[src/rtl/imsu_pkg.sv]
// Package: shared types, field widths and codes for the Ising spin-update block.
`timescale 1ns / 1ps

package imsu_pkg;

   // Field widths of the transaction payloads
   localparam int CMD_W    = 2;
   localparam int SITE_W   = 12;
   localparam int RND_W    = 32;
   localparam int LIMIT_W  = 33;
   localparam int LSUM_W   = 4;
   localparam int ENERGY_W = 15;
   localparam int MAG_W    = 14;
   localparam int COUNT_W  = 32;

   // Register port geometry: 64-bit registers at byte addresses 0 and 8
   localparam int CSR_ADDR_W = 4;
   localparam int CSR_DATA_W = 64;

   // Register indexes
   localparam int CSR_LIMIT_TWO  = 0;
   localparam int CSR_LIMIT_FOUR = 1;

   // Command codes
   typedef enum logic [CMD_W-1:0] {
      CMD_ATTEMPT = 2'd0,
      CMD_MEASURE = 2'd1,
      CMD_CLEAR   = 2'd2
   } cmd_type;

   typedef struct packed {
      logic [CMD_W-1:0]  command;
      logic [SITE_W-1:0] site_index;
      logic [RND_W-1:0]  random_fraction;
   } req_type;

   typedef struct packed {
      logic                       flipped;
      logic signed [LSUM_W-1:0]   local_sum;
      logic signed [ENERGY_W-1:0] energy;
      logic signed [MAG_W-1:0]    magnetisation;
      logic [COUNT_W-1:0]         attempt_count;
      logic [COUNT_W-1:0]         flip_count;
   } rsp_type;

   // Controller states
   typedef enum logic [3:0] {
      ST_INIT_CLEAR,
      ST_IDLE,
      ST_REDUCE,
      ST_READ_OWN,
      ST_READ_ROW,
      ST_READ_COL,
      ST_EVAL,
      ST_WALK,
      ST_WALK_DRAIN,
      ST_CMD_CLEAR,
      ST_DONE
   } state_type;

   // Controller to datapath commands
   typedef struct packed {
      logic load;
      logic reduce;
      logic read_own;
      logic read_row;
      logic read_col;
      logic eval;
      logic walk_read;
      logic clear_write;
      logic clear_counts;
      logic load_rsp;
   } ctl_cmd_type;

   // Datapath to controller status
   typedef struct packed {
      logic walk_last;
      logic rsp_free;
   } ctl_status_type;

endpackage

[src/rtl/imsu_ctrl.sv]
// Controller: sequences attempts, lattice walks and clearing sweeps.
`timescale 1ns / 1ps

module imsu_ctrl import imsu_pkg::*; (
   input  logic             clock,
   input  logic             reset,
   input  logic             req_valid,
   input  logic [CMD_W-1:0] req_command,
   input  ctl_status_type   status,
   output logic             req_stall,
   output ctl_cmd_type      ctl
);

   state_type state_ff, state_in;

   // State register; reset starts the clearing sweep
   always_ff @(posedge clock) begin
      if (reset) begin
         state_ff <= ST_INIT_CLEAR;
      end else begin
         state_ff <= state_in;
      end
   end

   // Next state and commands
   always_comb begin
      state_in  = state_ff;
      ctl       = '0;
      req_stall = 1'b1;
      unique case (state_ff)
         ST_INIT_CLEAR: begin
            ctl.clear_write = 1'b1;
            if (status.walk_last) begin
               state_in = ST_IDLE;
            end
         end
         ST_IDLE: begin
            req_stall = 1'b0;
            if (req_valid) begin
               ctl.load = 1'b1;
               unique case (req_command)
                  CMD_ATTEMPT: state_in = ST_REDUCE;
                  CMD_MEASURE: state_in = ST_WALK;
                  CMD_CLEAR:   state_in = ST_CMD_CLEAR;
                  default:     state_in = ST_DONE;
               endcase
            end
         end
         ST_REDUCE: begin
            ctl.reduce = 1'b1;
            state_in   = ST_READ_OWN;
         end
         ST_READ_OWN: begin
            ctl.read_own = 1'b1;
            state_in     = ST_READ_ROW;
         end
         ST_READ_ROW: begin
            ctl.read_row = 1'b1;
            state_in     = ST_READ_COL;
         end
         ST_READ_COL: begin
            ctl.read_col = 1'b1;
            state_in     = ST_EVAL;
         end
         ST_EVAL: begin
            ctl.eval = 1'b1;
            state_in = ST_DONE;
         end
         ST_WALK: begin
            ctl.walk_read = 1'b1;
            if (status.walk_last) begin
               state_in = ST_WALK_DRAIN;
            end
         end
         ST_WALK_DRAIN: begin
            // last site's spins land in the accumulators
            state_in = ST_DONE;
         end
         ST_CMD_CLEAR: begin
            ctl.clear_write  = 1'b1;
            ctl.clear_counts = 1'b1;
            if (status.walk_last) begin
               state_in = ST_DONE;
            end
         end
         ST_DONE: begin
            if (status.rsp_free) begin
               ctl.load_rsp = 1'b1;
               state_in     = ST_IDLE;
            end
         end
         default: begin
            state_in = ST_INIT_CLEAR;
         end
      endcase
   end

endmodule

[config.mk]
export PLATFORM = sky130hd
export DESIGN_NAME = imsu_ctrl
export DESIGN_NICKNAME = d
export VERILOG_FILES = /design/src/rtl/imsu_pkg.sv /design/src/rtl/imsu_ctrl.sv
export SDC_FILE = /design/constraint.sdc
export NUM_CORES = 1
export LEC_CHECK = 0
export BUFFER_PORTS_ARGS = -buffer_cell sky130_fd_sc_hd__buf_2
export CAP_MARGIN = 25
export CORE_AREA = 3 3 40 42
export CTS_CLUSTER_DIAMETER = 150
export CTS_CLUSTER_SIZE = 12
export DETAILED_ROUTE_END_ITERATION = 7
export DIE_AREA = 0 0 43 45
export SLEW_MARGIN = 20
export SYNTH_ARGS = -nofsm -noshare
export SYNTH_HDL_FRONTEND = slang
export SYNTH_SLANG_ARGS = --single-unit
[constraint.sdc]
create_clock -name clock -period 1.32 [get_ports clock]
set_input_delay 0.264 -clock clock [delete_from_list [all_inputs] [get_ports clock]]
set_output_delay 0.264 -clock clock [all_outputs]
set_load 0.02 [all_outputs]
==> impl_metrics.ini <==
[outcome]
outcome = finished, violations left
violations = negative setup slack

[timing]
clock_skew_ps = 7.122
setup_ws_ps = -199.8
finalCritPeriodShare = 1.151
worst_pin_slew_ps = 235.1
setup_viol = 14
tns_ps = -1998
max-slew-margin-rel = 0.8428
hold_violations = 0
slew_violations = 0
fmax_mhz = 658.0
period_needed_ps = 1520
grt_setup_unrepaired = yes

[setup_path]
cp-startpoint = state_ff[0]
arrival_ps = 1260
crit_chain = buf_6 -> nand2b_4 -> buf_6 -> nor3_4 -> buf_6
r2r_end = state_ff[0]
rrSetupSlack_ps = -100
r2r_start = state_ff[0]
end_kind = output port
critPathCapture = ctl[8]
path_class = flip-flop to output port
max_stage_delay_ps = 360
cp_num_buf_inv = 3
cp.required_ps = 1060
critPathSlowestCell = dfxtp_4
reg2reg_depth = 8
cp.depth = 5
cp_top_family = buffers and inverters
crit_top_cell = buf_6
critPathMaxFanout = 5
critPathLaunchType = flip-flop

[die]
die_x_um = 43
start_util = 0.3671
rows = 13
die_y_um = 45
pin_count = 18
core_um2 = 1285
die_area_um2 = 1935

[place]
dp.cells = 108
numPortBuffers = 17
postPlaceCellArea_um2 = 743.2
dp_hpwl_um = 1028
gp_congestion = 0.7561

[detailed_routing]
drt_iter0_drc = 15
wl_um = 1930
via_count = 645
drtAntennaViolNets = 0
wl_per_cell_um = 15.82
drcViolationCount = 0
vias_per_cell = 5.287
firstDrtPassIters = 6

[finish]
diodes = 0
largest_registers = state_ff x4
finalNonFillerCells = 122
largest-register = state_ff
nFillCells = 79
final_layout_size_suffix_gt1_frac = 0.7196
final_area_um2 = 1045
area_growth_pct = 121.5
largest_register_ffs = 4
final_nets = 120
post-route-util = 0.8130

[clock_network]
cts_buffers = 3
cts_tree = built
clk_pin_slew_worst_paths_ps = 40
clock_sinks = 4
clock_latency_ps = 230
cts-htree-levels = 1
cts_root_buffer = clkbuf_4
clock_path_buffers = 2
cts_hold_buf = 0

[yosys]
synthFlopType = dfxtp_1
synthAdderAreaFrac = 0.1061
synth_nets = 71
avgSynthCellArea_um2 = 7.862
ys_seq_area_frac = 0.1698
synth_compound_area_frac = 0.1830
yosysTopAreaCellShare = 0.1698
synth_area_um2 = 471.7
synth_top_family_by_area = simple AND/OR/NAND/NOR gates
syn_inst = 60
synthArstFlopShare = 0
synth_edf_count = 0
synth-seq-cells = 4
synthSimpleGateAreaFrac = 0.3422
yosysWarnings = 0
synthDistinctLibCells = 32
ys_top_cells_by_count = inv_1 (5), nor2_1 (5), dfxtp_1 (4), ha_1 (4), nor3_1 (4)
synth_mux_area_frac = 0.09549
yosys.area.top_type = dfxtp_1
synth.area.top_cells = dfxtp_1 (17%), ha_1 (11%), mux2i_1 (6.4%), nor3_1 (4.2%), nor4bb_1 (4.2%)
synth_xor_xnor_area_share = 0.01857

[run]
cap_violations = 0

[global_route]
overflow = 0
grt_max_degree = 10
grt_usage = 0.1855
grt_pass1_wl_um = 2739
grt_pass1_vias = 640
antenna_found_initial = 0

[worst_hold_path]
hp-start = status[1]
hold_class = input port to flip-flop

[power_and_ir_drop]
irDropWorstVdd_v = 0.0009075
p_leak_nw = 0.4830
power_density_nw_per_um2 = 2066
[worst reg2reg max path: cells and delay by family (launching register included)]
kind	cells	cell delay (ps)
muxes	1	140
DFF	1	360
AOI/OAI and AO/OA	2	190
and+or+nand+nor	1	160
buffers and inverters	4	500
[area by class of cell]
cell class | instances | area (um2) | area share
Multi-Input combinational cell | 47 | 485.5 | 0.4647
Timing Repair Buffer | 48 | 406.6 | 0.3892
Sequential cell | 4 | 92.59 | 0.08862
Clock buffer | 3 | 22.52 | 0.02156
Inverter | 5 | 18.77 | 0.01796
Tap cell | 15 | 18.77 | 0.01796
[layout by cell type, fill, tap and decap left out, types with 2 or more instances in the layout]
master	count
inv_1	4
clkbuf_4	3
nand2b_1	2
nor3_4	3
and2_4	2
o21a_1	2
o21ai_0	2
buf_4	24
nor2_1	2
ha_1	4
buf_6	17
dfxtp_4	3
nor2_4	3
buf_2	7
nand3b_1	2
mux2i_1	3
nor4bb_4	2
[power by group]
group          leakage [nW]  internal [mW]  switching (mW)
logic                 0.434          0.970           0.768
clock network        0.0138          0.102          0.0475
registers            0.0353          0.186          0.0843
total                 0.483           1.26           0.900
[metal layers]
metal | vias to the layer above | track usage | part of all wire
met1 | 310 | 0.2091 | 0.38
met3 | 2 | 0.02390 | 0.039
met2 | 25 | 0.3533 | 0.56
met4 | 0 | 0.07229 | 0.011
met5 | - | 0 | 0
li1 | 308 | - | -
[timing repair]
| item | CTS | global route |
|---|---|---|
| endpoints found under the setup margin | 15 | 15 |
| pin swaps | 8 | 4 |
| cloned | 0 | 0 |
| setup buffers | 9 | 2 |
| gates resized for setup | 37 | 17 |
[through the flow]
stage / power (mW) / hold WS [ps] / setup slack (ps)
global placement: 1.280 / 513.8 / -90.09
global route: 2.280 / 291.7 / -246.5
finish: 2.158 / 292.1 / -199.8
detailed placement: 1.299 / 514.6 / -106.9
floorplan: 0.8703 / 372.2 / -59.14
CTS: 1.842 / 273.2 / -168.1
[how the worst min path moves through the flow]
stage,cells after the start,endpoint,slack (ps)
after floorplan,1,state_ff[2],370
after global placement,2,state_ff[2],510
after detailed placement,2,state_ff[2],510
after CTS,2,state_ff[2],270
after global routing,2,state_ff[2],290
final,2,state_ff[2],290
[logic make-up (layout without fill, tap and decap cells)]
group | after synthesis | in the layout
AOI/OAI and AO/OA | 12 | 12
xor gates and xnor gates | 1 | 1
adders and majority gates | 4 | 4
buffers and inverters | 9 | 56
DFF | 4 | 4
muxes | 4 | 4
and+or+nand+nor | 26 | 26
Power figures use the tool's default switching activity.
