--- src/rtl/imsu_pkg.sv ---
// Package: shared types, field widths and codes for the Ising spin-update block.
`timescale 1ns / 1ps

package imsu_pkg;

   // Field widths of the transaction payloads
   localparam int CMD_W    = 2;
   localparam int SITE_W   = 12;
   localparam int RND_W    = 32;
   localparam int LIMIT_W  = 33;
   localparam int LSUM_W   = 4;
   localparam int ENERGY_W = 15;
   localparam int MAG_W    = 14;
   localparam int COUNT_W  = 32;

   // Register port geometry: 64-bit registers at byte addresses 0 and 8
   localparam int CSR_ADDR_W = 4;
   localparam int CSR_DATA_W = 64;

   // Register indexes
   localparam int CSR_LIMIT_TWO  = 0;
   localparam int CSR_LIMIT_FOUR = 1;

   // Command codes
   typedef enum logic [CMD_W-1:0] {
      CMD_ATTEMPT = 2'd0,
      CMD_MEASURE = 2'd1,
      CMD_CLEAR   = 2'd2
   } cmd_type;

   typedef struct packed {
      logic [CMD_W-1:0]  command;
      logic [SITE_W-1:0] site_index;
      logic [RND_W-1:0]  random_fraction;
   } req_type;

   typedef struct packed {
      logic                       flipped;
      logic signed [LSUM_W-1:0]   local_sum;
      logic signed [ENERGY_W-1:0] energy;
      logic signed [MAG_W-1:0]    magnetisation;
      logic [COUNT_W-1:0]         attempt_count;
      logic [COUNT_W-1:0]         flip_count;
   } rsp_type;

   // Controller states
   typedef enum logic [3:0] {
      ST_INIT_CLEAR,
      ST_IDLE,
      ST_REDUCE,
      ST_READ_OWN,
      ST_READ_ROW,
      ST_READ_COL,
      ST_EVAL,
      ST_WALK,
      ST_WALK_DRAIN,
      ST_CMD_CLEAR,
      ST_DONE
   } state_type;

   // Controller to datapath commands
   typedef struct packed {
      logic load;
      logic reduce;
      logic read_own;
      logic read_row;
      logic read_col;
      logic eval;
      logic walk_read;
      logic clear_write;
      logic clear_counts;
      logic load_rsp;
   } ctl_cmd_type;

   // Datapath to controller status
   typedef struct packed {
      logic walk_last;
      logic rsp_free;
   } ctl_status_type;

endpackage

--- src/rtl/imsu_csr.sv ---
// Register port: the two acceptance thresholds behind an APB-style interface.
`timescale 1ns / 1ps

module imsu_csr import imsu_pkg::*; (
   input  logic                  clock,
   input  logic                  reset,
   input  logic                  csr_psel,
   input  logic                  csr_penable,
   input  logic                  csr_pwrite,
   input  logic [CSR_ADDR_W-1:0] csr_paddr,
   input  logic [CSR_DATA_W-1:0] csr_pwdata,
   output logic [CSR_DATA_W-1:0] csr_prdata,
   output logic                  csr_pready,
   output logic [LIMIT_W-1:0]    limit_two,
   output logic [LIMIT_W-1:0]    limit_four
);

   logic [LIMIT_W-1:0] limit_two_ff, limit_two_in;
   logic [LIMIT_W-1:0] limit_four_ff, limit_four_in;
   logic               wr_strobe;
   logic               reg_index;

   assign csr_pready = 1'b1;
   assign wr_strobe  = csr_psel && csr_penable && csr_pwrite && csr_pready;
   // registers sit on 8-byte boundaries
   assign reg_index  = csr_paddr[CSR_ADDR_W-1];

   // Write decode
   always_comb begin
      limit_two_in  = limit_two_ff;
      limit_four_in = limit_four_ff;
      if (wr_strobe) begin
         if (reg_index == 1'(CSR_LIMIT_FOUR)) begin
            limit_four_in = csr_pwdata[LIMIT_W-1:0];
         end else if (reg_index == 1'(CSR_LIMIT_TWO)) begin
            limit_two_in = csr_pwdata[LIMIT_W-1:0];
         end
      end
   end

   always_ff @(posedge clock) begin
      if (reset) begin
         limit_two_ff  <= '0;
         limit_four_ff <= '0;
      end else begin
         limit_two_ff  <= limit_two_in;
         limit_four_ff <= limit_four_in;
      end
   end

   // Read mux
   assign csr_prdata = (reg_index == 1'(CSR_LIMIT_FOUR)) ?
                       CSR_DATA_W'(limit_four_ff) : CSR_DATA_W'(limit_two_ff);

   assign limit_two  = limit_two_ff;
   assign limit_four = limit_four_ff;

endmodule

--- config.mk ---
export PLATFORM = sky130hd
export DESIGN_NAME = imsu_csr
export DESIGN_NICKNAME = d
export VERILOG_FILES = /design/src/rtl/imsu_pkg.sv /design/src/rtl/imsu_csr.sv
export SDC_FILE = /design/constraint.sdc
export NUM_CORES = 1
export LEC_CHECK = 0
export BUFFER_PORTS_ARGS = -buffer_cell sky130_fd_sc_hd__buf_4
export CAP_MARGIN = 20
export CORE_AREA = 2 2 90 92
export CTS_BUF_LIST = sky130_fd_sc_hd__clkbuf_8
export DETAILED_ROUTE_END_ITERATION = 10
export DIE_AREA = 0 0 92 94
export PLACE_DENSITY_LB_ADDON = 0.08
export SYNTH_ARGS = -nofsm -noshare
export SYNTH_HDL_FRONTEND = slang
export SYNTH_SLANG_ARGS = --single-unit
export TNS_END_PERCENT = 100
--- constraint.sdc ---
create_clock -name clock -period 1.3 [get_ports clock]
set_clock_uncertainty 0.05 [all_clocks]
set_input_delay 0.195 -clock clock [delete_from_list [all_inputs] [get_ports clock]]
set_output_delay 0.195 -clock clock [all_outputs]
set_load 0.02 [all_outputs]
==> summary.txt, run 1 <==
Drc violations = 0
Reg2Reg Depth = 3
Placed Cells = 550
RSZ-0062 raised after global routing = yes
Crit Path Max Fanout = 2
Starting Density = 44.72%
CTS Buffer Depth = 2
First-pass GRT wire length = 14020 um
Total Routed Length = 8868 um
Initial DRC Count = 65
Cell Area, Synth = 3402 sq um
Crit end category = output port
Worst Setup Path Type = reg -> out
Final Non-Filler Cells = 631
Placed standard-cell area = 4454 sq um
Vias in the first global route = 2838
Startpoint type of the worst setup path = flop
IO Pins = 204
Global route total overflow = 0
DIE AREA = 8648 sq um
Worst Hold Class = in -> reg
Final WS setup = -0.02397 ns
Synth area leader = dfxtp_1
CTS root buf = clkbuf_8
Detail Route Antenna Nets = 0
Period utilization = 101.8%
Post-synthesis sequential area ratio = 38.84%
Vias per std cell = 4.504
IO Port Bufs = 137
Worst path depth = 2
Total power = 0.005038 W
Synth Area per Inst = 10.50 sq um
Max VDD drop = 0.0005700 V
Leakage power = 2.778 nW
Setup_tns = -0.2268 ns
Antenna violations before repair = 0
CP arrival = 1.08 ns
Crit path cell chain = mux2_4 -> buf_6
Number of diodes = 0
Via Count = 2842
Final hold slack = 0.08212 ns
Die width = 92 um
CP max stage cell = dfxtp_2
Area contributors post-synth = dfxtp_1, mux2i_1, nand2b_1
Outcome = finished with violations
Largest net degree at the start of global routing = 64
Drt wl/cell = 14.05 um
Inserted Clock Buffers = 9
Commonest cells after routing, fill and taps aside = buf_4, nand2b_1, mux2i_1, dfxtp_2, buf_6
Period minus WS final = 1.324 ns
Routability cong. = 0.7515
Max Clock Freq = 755.3 MHz
Synth warn = 0
Crit-path leading delay family = flip-flops
Crit path required time = 1.05 ns
Share of cells above drive strength 1 = 62.19%
H-tree levels = 3
DP HPWL = 5553 um
DRT Pass-1 Iters = 4
#FFs+latches synth = 66
Area grow syn2layout = 61.60%
Pins Over Slew Limit = 0
GR Util All Layers = 20.61%
Max-Cap Viols = 0
CTS tree = built
Die Ht = 94 um
Hold path depth = 3
Synth unique cells = 14
Synth Instances = 324
Nets = 597
CTS clk-pin slew, worst paths = 0.08 ns
Failing checks = negative setup slack
Slowest Stage Delay on Critical Path = 0.33 ns
Power per cell area = 916.3 nW/um^2
Clk sinks = 66
Final Hold Vio Count = 0
Placeable core area = 7607 sq um
Synth top area share = 38.84%
Endpoints failing setup = 23
Post-route cell area = 5498 sq um
Rows = 32
Worst skew pair latency = 0.33 ns
Buf+Inv Stages, Crit Path = 1
Commonest non-fill, non-tap cell in the layout = buf_4
report_power, final:
part / internal [W] / switching, W / leakage, nW
Clock: 0.00133 / 0.000818 / 0.119
Sequential: 0.00207 / 0.0000262 / 0.566
Combinational: 0.000400 / 0.000391 / 2.09
synthesized netlist by cell type:
cell	instances
nand2b_1	99
and4b_1	1
dfxtp_1	66
buf_4	35
buf_2	5
buf_6	2
buf_12	2
nand4b_1	1
clkbuf_1	10
mux2i_1	66
nand4_1	1
conb_1	2
and4_1	1
mux2_2	33
kinds of logic after synthesis:
logic type	after synthesis	synth area share (%)
and+or+nand+nor	103	19.20
DFF	66	38.84
buffers and inverters	54	11.40
muxes	99	30.34
other	2	0.2208
tightest hold or removal path, stage by stage:
cell	delay (ns)
buf_4	0.08
nand2b_1	0.06
mux2i_1	0.11
registers in the layout, summed over array words and instances, names as in the netlist:
name	cells
limit_four	33
limit_two	33
path summary, 6_finish.rpt:
kind                                     start  slack (ns)              to
worst min-delay path             csr_pwdata[5]        0.08   limit_four[5]
worst max register to register   limit_two[10]        0.53   limit_two[10]
worst max-delay path             limit_two[32]       -0.02  csr_prdata[32]
worst min register to register  limit_four[22]        0.44  limit_four[22]
layer usage:
| metal | vias to the layer above | GRT usage, % | wire, um |
|---|---|---|---|
| li1 | 1407 | - | - |
| met1 | 1330 | 24.06 | 3562 |
| met2 | 99 | 36.15 | 4553 |
| met3 | 6 | 6.501 | 663 |
| met4 | 0 | 6.343 | 88 |
| met5 | - | 0 | 0 |
per-stage QoR:
| step | worst slack (ns) | util, % |
|---|---|---|
| after floorplan | 0.1530 | - |
| after global placement | 0.04329 | 58.55 |
| after detailed placement | 0.02564 | 58.55 |
| after CTS | -0.03219 | 72.07 |
| after global routing | -0.05631 | 72.27 |
| final | -0.02397 | 72.27 |
final cells by class:
| class | instances | area (sq um) |
|---|---|---|
| fill | 591 | 2110 |
| multi-input combinational | 234 | 1904 |
| timing repair buffer | 213 | 1810 |
| sequential | 66 | 1404 |
| clock buffer | 10 | 137.6 |
| tap | 102 | 127.6 |
| clock inverter | 6 | 113.9 |
timing repair:
action	in CTS	in global routing
setup endpoints to repair	33	33
resized for setup	121	4
buffers inserted	65	0
hold buffers	0	0
(Power assumes the default switching activity.)
==> inputs of run 2 (changes only) <==
- BUFFER_PORTS_ARGS: -buffer_cell sky130_fd_sc_hd__buf_4 -> -buffer_cell sky130_fd_sc_hd__buf_2
==> run 2 against run 1 <==
The run still ends with negative setup slack left. Register-to-register slack better by 0.02 ns. Via count down 1.2%. Routed wire length down 5.7%. Cell count down 0.79%. Sequential power about the same. Die area unchanged. Cell area down 6.6%. Sequential share of layout area up 1.7 points. Sequential cell count unchanged. Critical path type unchanged. Largest power group is now sequential cells.
==> summary.txt, run 2 (synthesis results as in run 1) <==
Outcome = finished with violations
Failing checks = negative setup slack
RSZ-0062 raised after global routing = yes
DP HPWL = 5158 um (-7.1%)
Starting Density = 44.72% (unchanged)
Reg-to-reg slack, setup = 0.55 ns (+0.02 ns)
CTS Hold Buffers Added = 0 (unchanged)
Vias per std cell = 4.486 (-0.41%)
Inserted Clock Buffers = 9 (unchanged)
Placed Cells = 553 (+0.55%)
Placed standard-cell area = 4146 sq um (-6.9%)
Area grow syn2layout = 50.97%
Crit Path Max Fanout = 2 (unchanged)
Max-Cap Viols = 0 (unchanged)
CTS root buf = clkbuf_8
CTS clk-pin slew, worst paths = 0.07 ns (about the same)
Period utilization = 100.7% (-1.2 points)
Via Count = 2808 (-1.2%)
Worst skew pair latency = 0.33 ns (about the same)
Routability cong. = 0.7197 (-4.2%)
H-tree levels = 3 (unchanged)
Detail Route Antenna Nets = 0 (unchanged)
Max VDD drop = 0.0004565 V (-20%)
Rows = 32 (unchanged)
GR Util All Layers = 19.41% (-1.2 points)
IO Port Bufs = 137 (unchanged)
Worst Hold Class = in -> reg
Die Ht = 94 um (unchanged)
Startpoint type of the worst setup path = flop
Post-route cell area = 5136 sq um (-6.6%)
Die width = 92 um (unchanged)
Global route total overflow = 0 (unchanged)
CTS tree = built
Max Clock Freq = 764.3 MHz (+1.2%)
Power per cell area = 884.7 nW/um^2 (-3.4%)
Largest net degree at the start of global routing = 37 (-42%)
Period minus WS final = 1.308 ns (-0.01550 ns)
Crit end category = output port
Number of diodes = 0 (unchanged)
Initial DRC Count = 83 (+28%)
Final WS setup = -0.008471 ns (+0.01550 ns)
Vias in the first global route = 2835 (-0.11%)
Antenna violations before repair = 0 (unchanged)
Clk sinks = 66 (unchanged)
Placeable core area = 7607 sq um (unchanged)
First-pass GRT wire length = 13360 um (-4.7%)
Total power = 0.004544 W (-9.8%)
Endpoints failing setup = 8 (-65%)
Total Routed Length = 8361 um (-5.7%)
Commonest non-fill, non-tap cell in the layout = buf_2
Worst Setup Path Type = reg -> out
CTS Buffer Depth = 2 (unchanged)
Leakage power = 2.707 nW (-2.6%)
Commonest cells after routing, fill and taps aside = buf_2, nand2b_1, mux2i_1
Final hold slack = 0.08841 ns (+0.006288 ns)
Pins Over Slew Limit = 0 (unchanged)
Final Non-Filler Cells = 626 (-0.79%)
Final core occ = 67.52% (-4.8 points)
IO Pins = 204 (unchanged)
CP arrival = 1.06 ns (-0.02 ns)
Drt wl/cell = 13.36 um (-5.0%)
DIE AREA = 8648 sq um (unchanged)
Crit path required time = 1.05 ns (about the same)
DRT Pass-1 Iters = 4 (unchanged)
Drc violations = 0 (unchanged)
Final Hold Vio Count = 0 (unchanged)
Nets = 592 (-0.84%)
Share of cells above drive strength 1 = 60.88% (-1.3 points)
run 2: through the flow:
step / worst slack, ns / setup TNS (ns)
global route: -0.04710 / -0.9596
global placement: -0.02846 / -0.5875
CTS: -0.01597 / -0.2337
finish: -0.008471 / -0.03887
detailed placement: -0.02798 / -0.6823
floorplan: 0.1530 / 0
run 2: layout make-up:
class,count,area [sq um]
fill,617,2471
multi-input combinational,234,1882
timing repair buffer,208,1528
sequential,66,1401
clock buffer,11,151.4
tap,102,127.6
clock inverter,5,46.29
run 2: report_power, final:
group | switching [W] | leakage [nW] | internal [W] | total [W]
Sequential | 0.0000264 | 0.565 | 0.00207 | 0.00210
Combinational | 0.000385 | 2.03 | 0.000345 | 0.000729
Clock | 0.000747 | 0.113 | 0.000968 | 0.00171
run 2: worst paths after layout:
kind / depth (start not counted) / endpoint / from
setup reg to reg: 3 / limit_four[32] / limit_four[32]
setup / recovery: 2 / csr_prdata[29] / limit_two[29]
hold reg to reg: 2 / limit_four[13] / limit_four[13]
hold / removal: 3 / limit_four[10] / csr_pwdata[10]
run 2: timing repair:
item,in CTS,in global routing
hold endpoints to repair,0,0
setup endpoints to repair,33,33
setup buffers,56,1
gates resized for setup,140,11
run 2: worst max-delay path, stage by stage (launching register included):
cell,delay (ns)
dfxtp_2,0.33
mux2_4,0.27
buf_6,0.13
run 2: metal layers:
metal / up-vias / GRT usage (%) / wire length (um)
met5: - / 0 / 0
met4: 0 / 6.716 / 102
met3: 11 / 4.896 / 516
met2: 100 / 33.58 / 4138
met1: 1303 / 23.51 / 3604
li1: 1394 / - / -
==> inputs of run 3 (changes only) <==
- ABC_AREA: not set -> 1
- SETUP_SLACK_MARGIN: not set -> 0.1
==> run 3 against run 2 <==
The flow now finishes without violations. Combinational power grew 24%. Global-route usage grew 0.71 points. Die area is the same. Critical endpoint is now limit_four[0]. Largest power group unchanged.
==> summary.txt, run 3 <==
Post-synthesis sequential area ratio = 39.55% (+0.71 points)
Fillers = 759 (+23%)
Sw frac = 29.74% (+4.3 points)
Worst Setup Path Type = reg -> out
CTS tree = built
DRT Pass-1 Iters = 4 (unchanged)
Area occupied by registers = 1404 sq um (+0.18%)
Final Hold Vio Count = 0 (unchanged)
Global route total overflow = 0 (unchanged)
Commonest cells after routing, fill and taps aside = nand2_1, nor2_1, buf_2
CP arrival = 0.93 ns (-0.13 ns)
CTS clk-pin slew, worst paths = 0.06 ns (about the same)
Commonest non-fill, non-tap cell in the layout = nand2_1
Cell Area, Synth = 3341 sq um (-1.8%)
Placeable core area = 7607 sq um (unchanged)
Number of synthesized flops with an enable pin = 0 (unchanged)
Top-count cell post-synth = nand2_1
Area grow syn2layout = 39.06%
Post-route cell area = 4646 sq um (-9.5%)
CTS root buf = clkbuf_8
Crit end category = output port
Total Routed Length = 9018 um (+7.9%)
Max Clock Freq = 848.1 MHz (+11%)
RSZ-0062 raised after global routing = yes
Placed standard-cell area = 4088 sq um (-1.4%)
Vias per std cell = 4.534 (+1.1%)
Crit-path leading delay family = flip-flops
Startpoint type of the worst setup path = flop
Via Count = 3505 (+25%)
Initial DRC Count = 135 (+63%)
Sequential share of power = 48.5% (+2.3 points)
Synth Flop Type = dfxtp_1
Post-synth top cells = nand2_1, nor2_1, nand3_1
Crit path required time = 1.05 ns (about the same)
DR top layer = met4
Die width = 92 um (unchanged)
WL met1 = 4104 um (+14%)
Period utilization = 90.70% (-9.9 points)
Crit path cell chain = buf_4 -> buf_2
Rows = 32 (unchanged)
Area contributors post-synth = dfxtp_1, nand2_1, nor2_1
Max VDD drop = 0.0008077 V (+77%)
Buf+Inv Stages, Crit Path = 2 (+1)
Inserted Clock Buffers = 9 (unchanged)
H-tree levels = 3 (unchanged)
First-pass GRT wire length = 14080 um (+5.4%)
Synth area leader = dfxtp_1
Synth warn = 0 (unchanged)
Setup_tns = 0 ns (+0.03887 ns)
GR Util All Layers = 20.13% (+0.71 points)
Routability cong. = 0.7534 (+4.7%)
CTS Hold Buffers Added = 0 (unchanged)
Power per cell area = 960.2 nW/um^2 (+8.5%)
IO Port Bufs = 137 (unchanged)
Synth top area share = 39.55% (+0.71 points)
Met2 WL = 4224 um (+2.1%)
Synth Area per Inst = 6.209 sq um (-41%)
Drc violations = 0 (unchanged)
Vias in the first global route = 3000 (+5.8%)
Number of diodes = 0 (unchanged)
Die Ht = 94 um (unchanged)
Sw Pwr = 0.001326 W (+15%)
Detail Route Antenna Nets = 0 (unchanged)
DP HPWL = 5931 um (+15%)
Pins Over Slew Limit = 0 (unchanged)
CP max stage cell = dfxtp_2
Crit Path Max Fanout = 3 (+1)
Leakage power = 2.531 nW (-6.5%)
CTS Buffer Depth = 2 (unchanged)
Antenna violations before repair = 0 (unchanged)
Outcome = completed
Met3 routed WL = 616 um (+19%)
Internal power = 0.003134 W (-7.4%)
Largest net degree at the start of global routing = 39 (+5.4%)
Share of cells above drive strength 1 = 39.79% (-21 points)
Ys async rst share = 0% (unchanged)
Drt wl/cell = 11.67 um (-13%)
Synth unique cells = 12 (-2)
IO Pins = 204 (unchanged)
Total power = 0.004461 W (-1.8%)
Max-Cap Viols = 0 (unchanged)
Period minus WS final = 1.179 ns (-0.1293 ns)
#FFs+latches synth = 66 (unchanged)
Starting Density = 43.91% (-0.81 points)
DIE AREA = 8648 sq um (unchanged)
Worst Hold Class = in -> reg
Endpoints failing setup = 0 (-8)
Synth Instances = 538 (+66%)
Multi-input gate area = 1673 sq um (-11%)
Comb pwr share = 20.2% (+4.2 points)
Slowest Stage Delay on Critical Path = 0.33 ns (about the same)
Nets = 741 (+25%)
Final core occ = 61.07% (-6.4 points)
Clk sinks = 66 (unchanged)
Worst skew pair latency = 0.33 ns (about the same)
Clock share of power = 31.3% (-6.4 points)
==> run 3: cell types whose count changed after synthesis, sizes merged, moves of 16 or more <==
cell and delta:
nand2 +166, nor2 +135, nand2b -99, nand3 +67, mux2i -66, inv +36, mux2 -33, buf +16
==> run 3: layout make-up <==
cell class | count | share of cell area, %
clock inverter | 4 | 0.3232
sequential | 66 | 30.22
inverter | 36 | 3.016
clock buffer | 10 | 2.963
timing repair buffer | 155 | 24.72
tap | 102 | 2.747
multi-input combinational | 400 | 36.01
==> run 3: metrics by stage <==
stage          setup slack [ns]  hold slack [ns]  std cells
2_1_floorplan            0.2349           0.3482        568
5_1_grt                 0.06072           0.1327        773
3_3_place_gp            0.08104           0.4350        757
6_report                 0.1208           0.1299        773
3_5_place_dp            0.08994           0.4383        757
4_1_cts                 0.09820           0.1258        771
==> run 3: layer usage <==
| metal | vias up | GRT usage [%] |
|---|---|---|
| met1 | 1580 | 25.74 |
| met4 | 0 | 4.478 |
| li1 | 1812 | - |
| met3 | 5 | 5.618 |
| met5 | - | 0 |
| met2 | 108 | 33.95 |
==> run 3: cells by family after synthesis <==
| group | after synthesis | synth area share [%] |
|---|---|---|
| and+or+nand+nor | 368 | 44.01 |
| buffers and inverters | 102 | 16.22 |
| DFF | 66 | 39.55 |
| other | 2 | 0.2248 |
==> run 3: final timing paths <==
path | from | endpoint | slack, ns | depth (start not counted)
max | limit_four[0] | limit_four[0] | 0.12 | 2
min | reset | limit_four[11] | 0.13 | 4
max reg2reg | limit_four[25] | limit_four[25] | 0.66 | 2
min reg2reg | limit_two[25] | limit_two[25] | 0.43 | 2
==> run 3: tightest hold or removal path: stages <==
cell and delay (ns):
buf_2 0.08, inv_2 0.09, nand2_1 0.08, nor2_1 0.03
==> run 3: power by group through the flow <==
stage | clock [W] | combinational (W) | sequential [W]
3_3_place_gp | 0 | 0.000809 | 0.00219
3_5_place_dp | 0 | 0.000816 | 0.00219
4_1_cts | 0.00143 | 0.000833 | 0.00215
6_report | 0.00139 | 0.000902 | 0.00216
2_1_floorplan | 0 | 0.000528 | 0.00227
5_1_grt | 0.00154 | 0.000986 | 0.00217
==> run 3: timing repair <==
action / 4_1_cts / 5_1_grt
hold endpoints to repair: 0 / 0
setup endpoints to repair: 32 / 33
gates resized for setup: 57 / 108
setup buffers: 0 / 1
pin swaps: 0 / 25
cloned: 0 / 1
